<file path="src/rtl/core/vfs_pkg.sv">
`timescale 1ns / 1ps

package vfs_pkg;

   localparam int unsigned BYTE_W     = 8;
   localparam int unsigned POS_W      = 6;
   localparam int unsigned CRC_W      = 16;
   localparam int unsigned VEL_W      = 32;
   localparam int unsigned CSR_IDX_W  = 2;

   typedef logic [BYTE_W-1:0] byte_type;
   typedef logic [POS_W-1:0]  pos_type;
   typedef logic [CRC_W-1:0]  crc_type;

   // Frame layout, byte positions
   localparam pos_type POS_SYNC_0  = 6'd0;
   localparam pos_type POS_SYNC_1  = 6'd1;
   localparam pos_type POS_MODE    = 6'd2;
   localparam pos_type POS_TEAM    = 6'd3;
   localparam pos_type POS_X_FIRST = 6'd28;
   localparam pos_type POS_Y_LAST  = 6'd35;
   localparam pos_type POS_SPIN    = 6'd36;
   localparam pos_type POS_CRC_LO  = 6'd37;
   localparam pos_type POS_CRC_HI  = 6'd38;

   localparam byte_type SYNC_BYTE_0 = 8'h53;   // 'S'
   localparam byte_type SYNC_BYTE_1 = 8'h50;   // 'P'
   localparam byte_type ZERO_BYTE   = 8'h00;

   localparam crc_type CRC_INIT = 16'hffff;
   localparam crc_type CRC_POLY = 16'h8408;

   // Register indexes on the csr port
   localparam logic [CSR_IDX_W-1:0] REG_GIMBAL_MODE = 2'd0;
   localparam logic [CSR_IDX_W-1:0] REG_TEAM_RED    = 2'd1;
   localparam logic [CSR_IDX_W-1:0] REG_SPIN_LEVEL  = 2'd2;

   typedef struct packed {
      logic init;
      logic feed;
   } crc_ctrl_type;

   typedef struct packed {
      logic load;
      logic shift;
   } shift_ctrl_type;

endpackage

</file>
<file path="src/rtl/core/vfs_crc_unit.sv">
`timescale 1ns / 1ps

module vfs_crc_unit
   import vfs_pkg::*;
(
   input  logic         clock,
   input  logic         reset,
   input  crc_ctrl_type ctrl,
   input  byte_type     data_byte,
   output crc_type      crc
);

   crc_type crc_ff;
   crc_type crc_in;

   // Reflected CRC, one byte folded in as eight bit steps
   function automatic crc_type crc_feed_byte(input crc_type c, input byte_type b);
      crc_type acc;
      acc = c ^ {{(CRC_W-BYTE_W){1'b0}}, b};
      for (int k = 0; k < BYTE_W; k++) begin
         if (acc[0]) begin
            acc = (acc >> 1) ^ CRC_POLY;
         end else begin
            acc = acc >> 1;
         end
      end
      return acc;
   endfunction

   always_comb begin
      priority if (ctrl.init) begin
         crc_in = CRC_INIT;
      end else if (ctrl.feed) begin
         crc_in = crc_feed_byte(crc_ff, data_byte);
      end else begin
         crc_in = crc_ff;
      end
   end

   always_ff @(posedge clock) begin
      if (reset) begin
         crc_ff <= CRC_INIT;
      end else begin
         crc_ff <= crc_in;
      end
   end

   assign crc = crc_ff;

endmodule

</file>
<file path="src/rtl/core/vfs_payload_shifter.sv">
`timescale 1ns / 1ps

module vfs_payload_shifter
   import vfs_pkg::*;
(
   input  logic             clock,
   input  shift_ctrl_type   ctrl,
   input  logic [VEL_W-1:0] x_bits,
   input  logic [VEL_W-1:0] y_bits,
   output byte_type         low_byte
);

   localparam int unsigned SHIFT_W = 2 * VEL_W;

   logic [SHIFT_W-1:0] shift_ff;
   logic [SHIFT_W-1:0] shift_in;

   // x goes out first, low byte first, then y
   always_comb begin
      priority if (ctrl.load) begin
         shift_in = {y_bits, x_bits};
      end else if (ctrl.shift) begin
         shift_in = {{BYTE_W{1'b0}}, shift_ff[SHIFT_W-1:BYTE_W]};
      end else begin
         shift_in = shift_ff;
      end
   end

   always_ff @(posedge clock) begin
      shift_ff <= shift_in;
   end

   assign low_byte = shift_ff[BYTE_W-1:0];

endmodule

</file>
<file path="src/rtl/core/velocity_frame_serializer_unit.sv">
`timescale 1ns / 1ps

// Velocity frame serializer.
// req channel: one transaction carries the x and y velocity bit patterns.
// rsp channel: the block answers with a 39-byte frame, one byte per
// transaction, rsp_frame_end set on the last byte (CRC high byte).
// Frame: 'S' 'P', gimbal mode, team flag, 24 zero bytes, x and y velocity
// little-endian, spin level, then CRC-16 (poly 0x8408 reflected, init 0xffff)
// over the first 37 bytes, low byte first.
// csr port: write enable, register index, data; writes land at once.
// Timing: a taken request starts the frame sequencer at the first byte
// position, from which the first byte is loaded into the output register.
// The single output byte register loads one byte per cycle while rsp_ready
// is held high; the next request is taken in the cycle the last byte is loaded.
// A stalled receiver holds the output register and freezes the frame
// sequencer, the payload shift register and the CRC; req_ready stays low
// until the last byte of the current frame is loaded.
// Reset clears the configuration registers to zero, empties the output and
// readies the request side.

module velocity_frame_serializer_unit
   import vfs_pkg::*;
(
   input  logic                 clock,
   input  logic                 reset,
   input  logic                 req_valid,
   output logic                 req_ready,
   input  logic [VEL_W-1:0]     req_x_velocity_bits,
   input  logic [VEL_W-1:0]     req_y_velocity_bits,
   output logic                 rsp_valid,
   input  logic                 rsp_ready,
   output logic [BYTE_W-1:0]    rsp_frame_byte,
   output logic                 rsp_frame_end,
   input  logic                 csr_wr_en,
   input  logic [CSR_IDX_W-1:0] csr_index,
   input  logic [BYTE_W-1:0]    csr_wdata
);

   // Configuration registers
   byte_type gimbal_mode_ff;
   byte_type team_red_ff;
   byte_type spin_level_ff;

   // Frame sequencer
   logic     busy_ff;
   logic     busy_in;
   pos_type  pos_ff;
   pos_type  pos_in;

   // Output register
   logic     rsp_valid_ff;
   logic     rsp_valid_in;
   byte_type rsp_byte_ff;
   logic     rsp_end_ff;

   logic           advance;
   logic           last_pos;
   logic           accept;
   byte_type       next_byte;
   byte_type       payload_byte;
   crc_type        crc;
   crc_ctrl_type   crc_ctrl;
   shift_ctrl_type shift_ctrl;

   // Advance when a byte is pending and the output register is free
   assign advance   = busy_ff && (!rsp_valid_ff || rsp_ready);
   assign last_pos  = (pos_ff == POS_CRC_HI);
   // Take the next request as the last byte of the frame leaves the sequencer
   assign req_ready = !busy_ff || (advance && last_pos);
   assign accept    = req_valid && req_ready;

   always_ff @(posedge clock) begin
      if (reset) begin
         gimbal_mode_ff <= '0;
         team_red_ff    <= '0;
         spin_level_ff  <= '0;
      end else if (csr_wr_en) begin
         unique case (csr_index)
            REG_GIMBAL_MODE: gimbal_mode_ff <= csr_wdata;
            REG_TEAM_RED:    team_red_ff    <= csr_wdata;
            REG_SPIN_LEVEL:  spin_level_ff  <= csr_wdata;
            default: ;       // drop writes beyond the register list
         endcase
      end
   end

   always_comb begin
      priority if (accept) begin
         busy_in = 1'b1;
         pos_in  = POS_SYNC_0;
      end else if (advance && last_pos) begin
         busy_in = 1'b0;
         pos_in  = POS_SYNC_0;
      end else if (advance) begin
         busy_in = 1'b1;
         pos_in  = pos_ff + 1'b1;
      end else begin
         busy_in = busy_ff;
         pos_in  = pos_ff;
      end
   end

   // Pick the frame byte at the current position
   always_comb begin
      priority if (pos_ff == POS_SYNC_0) begin
         next_byte = SYNC_BYTE_0;
      end else if (pos_ff == POS_SYNC_1) begin
         next_byte = SYNC_BYTE_1;
      end else if (pos_ff == POS_MODE) begin
         next_byte = gimbal_mode_ff;
      end else if (pos_ff == POS_TEAM) begin
         next_byte = team_red_ff;
      end else if (pos_ff < POS_X_FIRST) begin
         next_byte = ZERO_BYTE;
      end else if (pos_ff <= POS_Y_LAST) begin
         next_byte = payload_byte;
      end else if (pos_ff == POS_SPIN) begin
         next_byte = spin_level_ff;
      end else if (pos_ff == POS_CRC_LO) begin
         next_byte = crc[BYTE_W-1:0];
      end else begin
         next_byte = crc[CRC_W-1:BYTE_W];
      end
   end

   // Restart the CRC per frame; fold in every byte up to the spin level
   assign crc_ctrl.init = accept;
   assign crc_ctrl.feed = advance && (pos_ff <= POS_SPIN);

   // Load velocities per frame; move one byte on while they are sent
   assign shift_ctrl.load  = accept;
   assign shift_ctrl.shift = advance && (pos_ff >= POS_X_FIRST) && (pos_ff <= POS_Y_LAST);

   assign rsp_valid_in = advance || (rsp_valid_ff && !rsp_ready);

   always_ff @(posedge clock) begin
      if (reset) begin
         busy_ff      <= 1'b0;
         pos_ff       <= POS_SYNC_0;
         rsp_valid_ff <= 1'b0;
      end else begin
         busy_ff      <= busy_in;
         pos_ff       <= pos_in;
         rsp_valid_ff <= rsp_valid_in;
      end
   end

   // Payload of the output register: hold while stalled
   always_ff @(posedge clock) begin
      if (advance) begin
         rsp_byte_ff <= next_byte;
         rsp_end_ff  <= last_pos;
      end
   end

   vfs_crc_unit u_crc (
      .clock     (clock),
      .reset     (reset),
      .ctrl      (crc_ctrl),
      .data_byte (next_byte),
      .crc       (crc)
   );

   vfs_payload_shifter u_shifter (
      .clock    (clock),
      .ctrl     (shift_ctrl),
      .x_bits   (req_x_velocity_bits),
      .y_bits   (req_y_velocity_bits),
      .low_byte (payload_byte)
   );

   assign rsp_valid      = rsp_valid_ff;
   assign rsp_frame_byte = rsp_byte_ff;
   assign rsp_frame_end  = rsp_end_ff;

endmodule

</file>
<file path="config.mk">
export PLATFORM = sky130hd
export DESIGN_NAME = velocity_frame_serializer_unit
export DESIGN_NICKNAME = d
export VERILOG_FILES = /design/src/rtl/core/vfs_pkg.sv /design/src/rtl/core/vfs_crc_unit.sv /design/src/rtl/core/vfs_payload_shifter.sv /design/src/rtl/core/velocity_frame_serializer_unit.sv
export SDC_FILE = /design/constraint.sdc
export NUM_CORES = 1
export LEC_CHECK = 0
export BUFFER_PORTS_ARGS = -buffer_cell sky130_fd_sc_hd__buf_4
export CORE_ASPECT_RATIO = 1.25
export CORE_UTILIZATION = 35
export DETAILED_ROUTE_END_ITERATION = 6
export PLACE_DENSITY = 0.57
export SETUP_SLACK_MARGIN = 0.05
export SLEW_MARGIN = 20
export SYNTH_ARGS = -nofsm -noshare
export SYNTH_HDL_FRONTEND = slang
export SYNTH_SLANG_ARGS = --single-unit
export TNS_END_PERCENT = 5
</file>
<file path="constraint.sdc">
create_clock -name clock -period 7.4 [get_ports clock]
set_input_delay 1.48 -clock clock [delete_from_list [all_inputs] [get_ports clock]]
set_output_delay 1.48 -clock clock [all_outputs]
set_load 0.02 [all_outputs]
</file>
==> run_results.csv <==
group,metric,value,unit
setup_path,worst-path-max-fanout,17,
die,dieHeight,146.8,um
clocking,hold_buffers,0,
detailed_routing,avgRoutedWirePerCell,16.26,um
cells_and_area,area_growth,24.95,%
flow_run,max_cap_viol_count,0,
die,core_area,16270,um2
die,die_area,17290,um2
grt,grt-ovfl-total,0,
cells_and_area,final-seq-area,3153,um2
setup_path,worst_setup_path_start_kind,"flop",
timing,skew,0.01083,ns
logic_synthesis,synth.most_common_cell,"edfxtp_1",
detailed_routing,routed_via_density,5.127,
detailed_routing,first_pass_iters,4,
setup_path,crit_required,5.92,ns
clocking,clk_latency,0.43,ns
setup_path,critPathArrivalTime,2.61,ns
timing,period_share,0.5529,
detailed_routing,ant_nets,0,
power,pwr-share-clk,0.458,
logic_synthesis,syn_area,5868,um2
place,gp_congestion,0.8101,
logic_synthesis,synth-async-reset-ratio,0,
timing,fin_crit,4.091,ns
logic_synthesis,synth_top_area_cell,"edfxtp_1",
clocking,postCtsSetupRepairBufs,0,
clocking,cts_tree,"yes",
power,p_sw_frac,0.2422,
place,portBuffers,89,
detailed_routing,drc,0,
min_path,holdCritPathClass,"flop to flop",
timing,grt_setup_unrepaired,"false",
clocking,clock-sinks,121,
logic_synthesis,synth_top_area_share,0.3736,
timing,fin_ws,3.309,ns
place,hpwlAfterDp,9601,um
logic_synthesis,synthFlopType,"edfxtp_1",
cells_and_area,antenna_cells,0,
grt,grt_use_total,0.1626,
power,netSwitchingPower,0.0004366,W
power,seq_power_share,0.434,
logic_synthesis,syn_avg_cell_area,11.69,um2
timing,relSlewSlack,0.3916,
clocking,clk_pin_slew_worst_paths,0.06,ns
run_status,status,"finished clean",
timing,hold_viol,0,
cells_and_area,fin_nets,670,
die,rows,52,
grt,antenna_found_initial,0,
grt,grt_pass1_vias,4408,
power,power_density,245.8,nW/um2
detailed_routing,drt_iter0_drc,124,
logic_synthesis,synth_nets,585,
clocking,cts.htree.levels,4,
power,pwr-share-comb,0.109,
cells_and_area,drive_gt1_frac,0.3233,
clocking,cts_buffers,17,
timing,tightest_slew,0.9049,ns
setup_path,crit_type,"flop to primary output",
grt,grt_max_degree,58,
cells_and_area,fillers,1568,
logic_synthesis,synth_warnings,0,
timing,slew_viol_final,0,
logic_synthesis,syn_inst,502,
timing,max_freq,0.2444,GHz
detailed_routing,num_vias,4184,
setup_path,cp-end-kind,"primary output",
die,ioPinCount,90,
power,intPower,0.001366,W
logic_synthesis,ys_types,60,
clocking,cts_root_buf,"clkbuf_16",
timing,setup_tns,0,ns
die,initial_core_util,0.3608,
place,pre_cts_slack,3.174,ns
cells_and_area,multi_input_area,2590,um2
logic_synthesis,synthTopCellsByArea,"edfxtp_1 (37%), dfxtp_1 (16%), mux2_2 (11%)",
detailed_routing,routed_wl,13270,um
logic_synthesis,synth_seq_cells,121,
clocking,ctsResizeCount,0,
logic_synthesis,ys_seq_area_frac,0.5373,
timing,setup_viol,0,
grt,grt_pass1_wl,21640,um
power,p_leak,2.876,nW
logic_synthesis,synth_edf_count,73,
logic_synthesis,synthTopCellsByCount,"edfxtp_1 (73), mux2_2 (58), dfxtp_1 (48)",
clocking,clock_path_buffers,2,
power,max-vdd-ir-drop,0.1546,mV
die,die_w,117.8,um
## state kept, by name, summed over array words and instances (netlist names)
name	cells
rsp_frame_end	1
team_red_ff	8
rsp_valid	1
pos_ff	6
u_crc.crc	16
busy_ff	1
rsp_frame_byte	8
gimbal_mode_ff	8
u_shifter.shift_ff	64
spin_level_ff	8
## placed cells by master, fill, tap and decap left out, types with 8 or more instances in the layout
master / netlist / routed
buf_4: 1 / 92
edfxtp_1: 73 / 73
mux2_2: 58 / 58
dfxtp_1: 48 / 48
nor2_1: 46 / 46
mux2i_1: 27 / 27
nand2_1: 25 / 24
a21oi_1: 21 / 20
clkbuf_16: 0 / 17
o21ai_0: 15 / 13
xnor2_1: 13 / 13
and3_1: 12 / 12
o21ai_1: 11 / 12
inv_1: 8 / 8
o211ai_1: 8 / 8
xor2_1: 8 / 8
## cell families after synthesis
group,after synthesis,synth area share
mux,85,0.1574
flops,121,0.5373
xor+xnor,23,0.03923
compound gates,100,0.1164
fa+ha+maj,4,0.008529
simple gates,134,0.1168
buf+inv,35,0.02431
## final cells by class
class,instances,share of cell area
Clock buffer,17,0.05802
Clock inverter,15,0.02304
Inverter,9,0.004608
Multi-Input combinational cell,346,0.3532
Sequential cell,121,0.4300
Tap cell,216,0.03686
Timing Repair Buffer,92,0.09420
## routing by layer
layer  vias to the layer above  track usage  routed length, um
met5                         -            0                  0
met4                         0      0.08846                369
met3                        28      0.05823                841
met2                       107       0.2832               6845
met1                      2004       0.1703               5212
li1                       2045            -                  -
## power groups by stage
stage / Combinational (W) / Clock [W] / Sequential (W)
after CTS: 0.000198 / 0.000843 / 0.000782
final: 0.000196 / 0.000825 / 0.000782
after detailed placement: 0.000196 / 0 / 0.000797
after global placement: 0.000192 / 0 / 0.000795
after global routing: 0.000214 / 0.000868 / 0.000786
after floorplan: 0.000127 / 0 / 0.000796
## worst max-delay path, cell delays in order (launching register included)
cell	delay, ns
dfxtp_1	0.67
and4bb_2	0.43
nand2_1	0.17
o21ai_1	0.66
buf_4	0.26
## path summary, 6_finish.rpt
check	start	to	slack [ns]	cells after the start
worst max-delay path	pos_ff[5]$_SDFFE_PP0P_	req_ready	3.31	4
worst min-delay path	team_red_ff[4]$_SDFFE_PP0P_	team_red_ff[4]$_SDFFE_PP0P_	0.50	2
worst max register to register	pos_ff[5]$_SDFFE_PP0P_	u_shifter.shift_ff[6]$_DFFE_PP_	4.03	6
worst min register to register	team_red_ff[4]$_SDFFE_PP0P_	team_red_ff[4]$_SDFFE_PP0P_	0.50	2
## metrics by stage
stage                     utilization  std cells  hold slack [ns]  total power [W]  area (um2)
final                          0.4508        816           0.4995         0.001803        7332
after global routing           0.4508        816           0.5224         0.001868        7332
after CTS                      0.4505        816           0.5015         0.001824        7328
after detailed placement       0.4140        784           0.4895        0.0009932        6734
after global placement         0.4140        784           0.4792        0.0009871        6734
after floorplan                     -        502           0.4509        0.0009226        5868
Power figures use the tool's default switching activity.
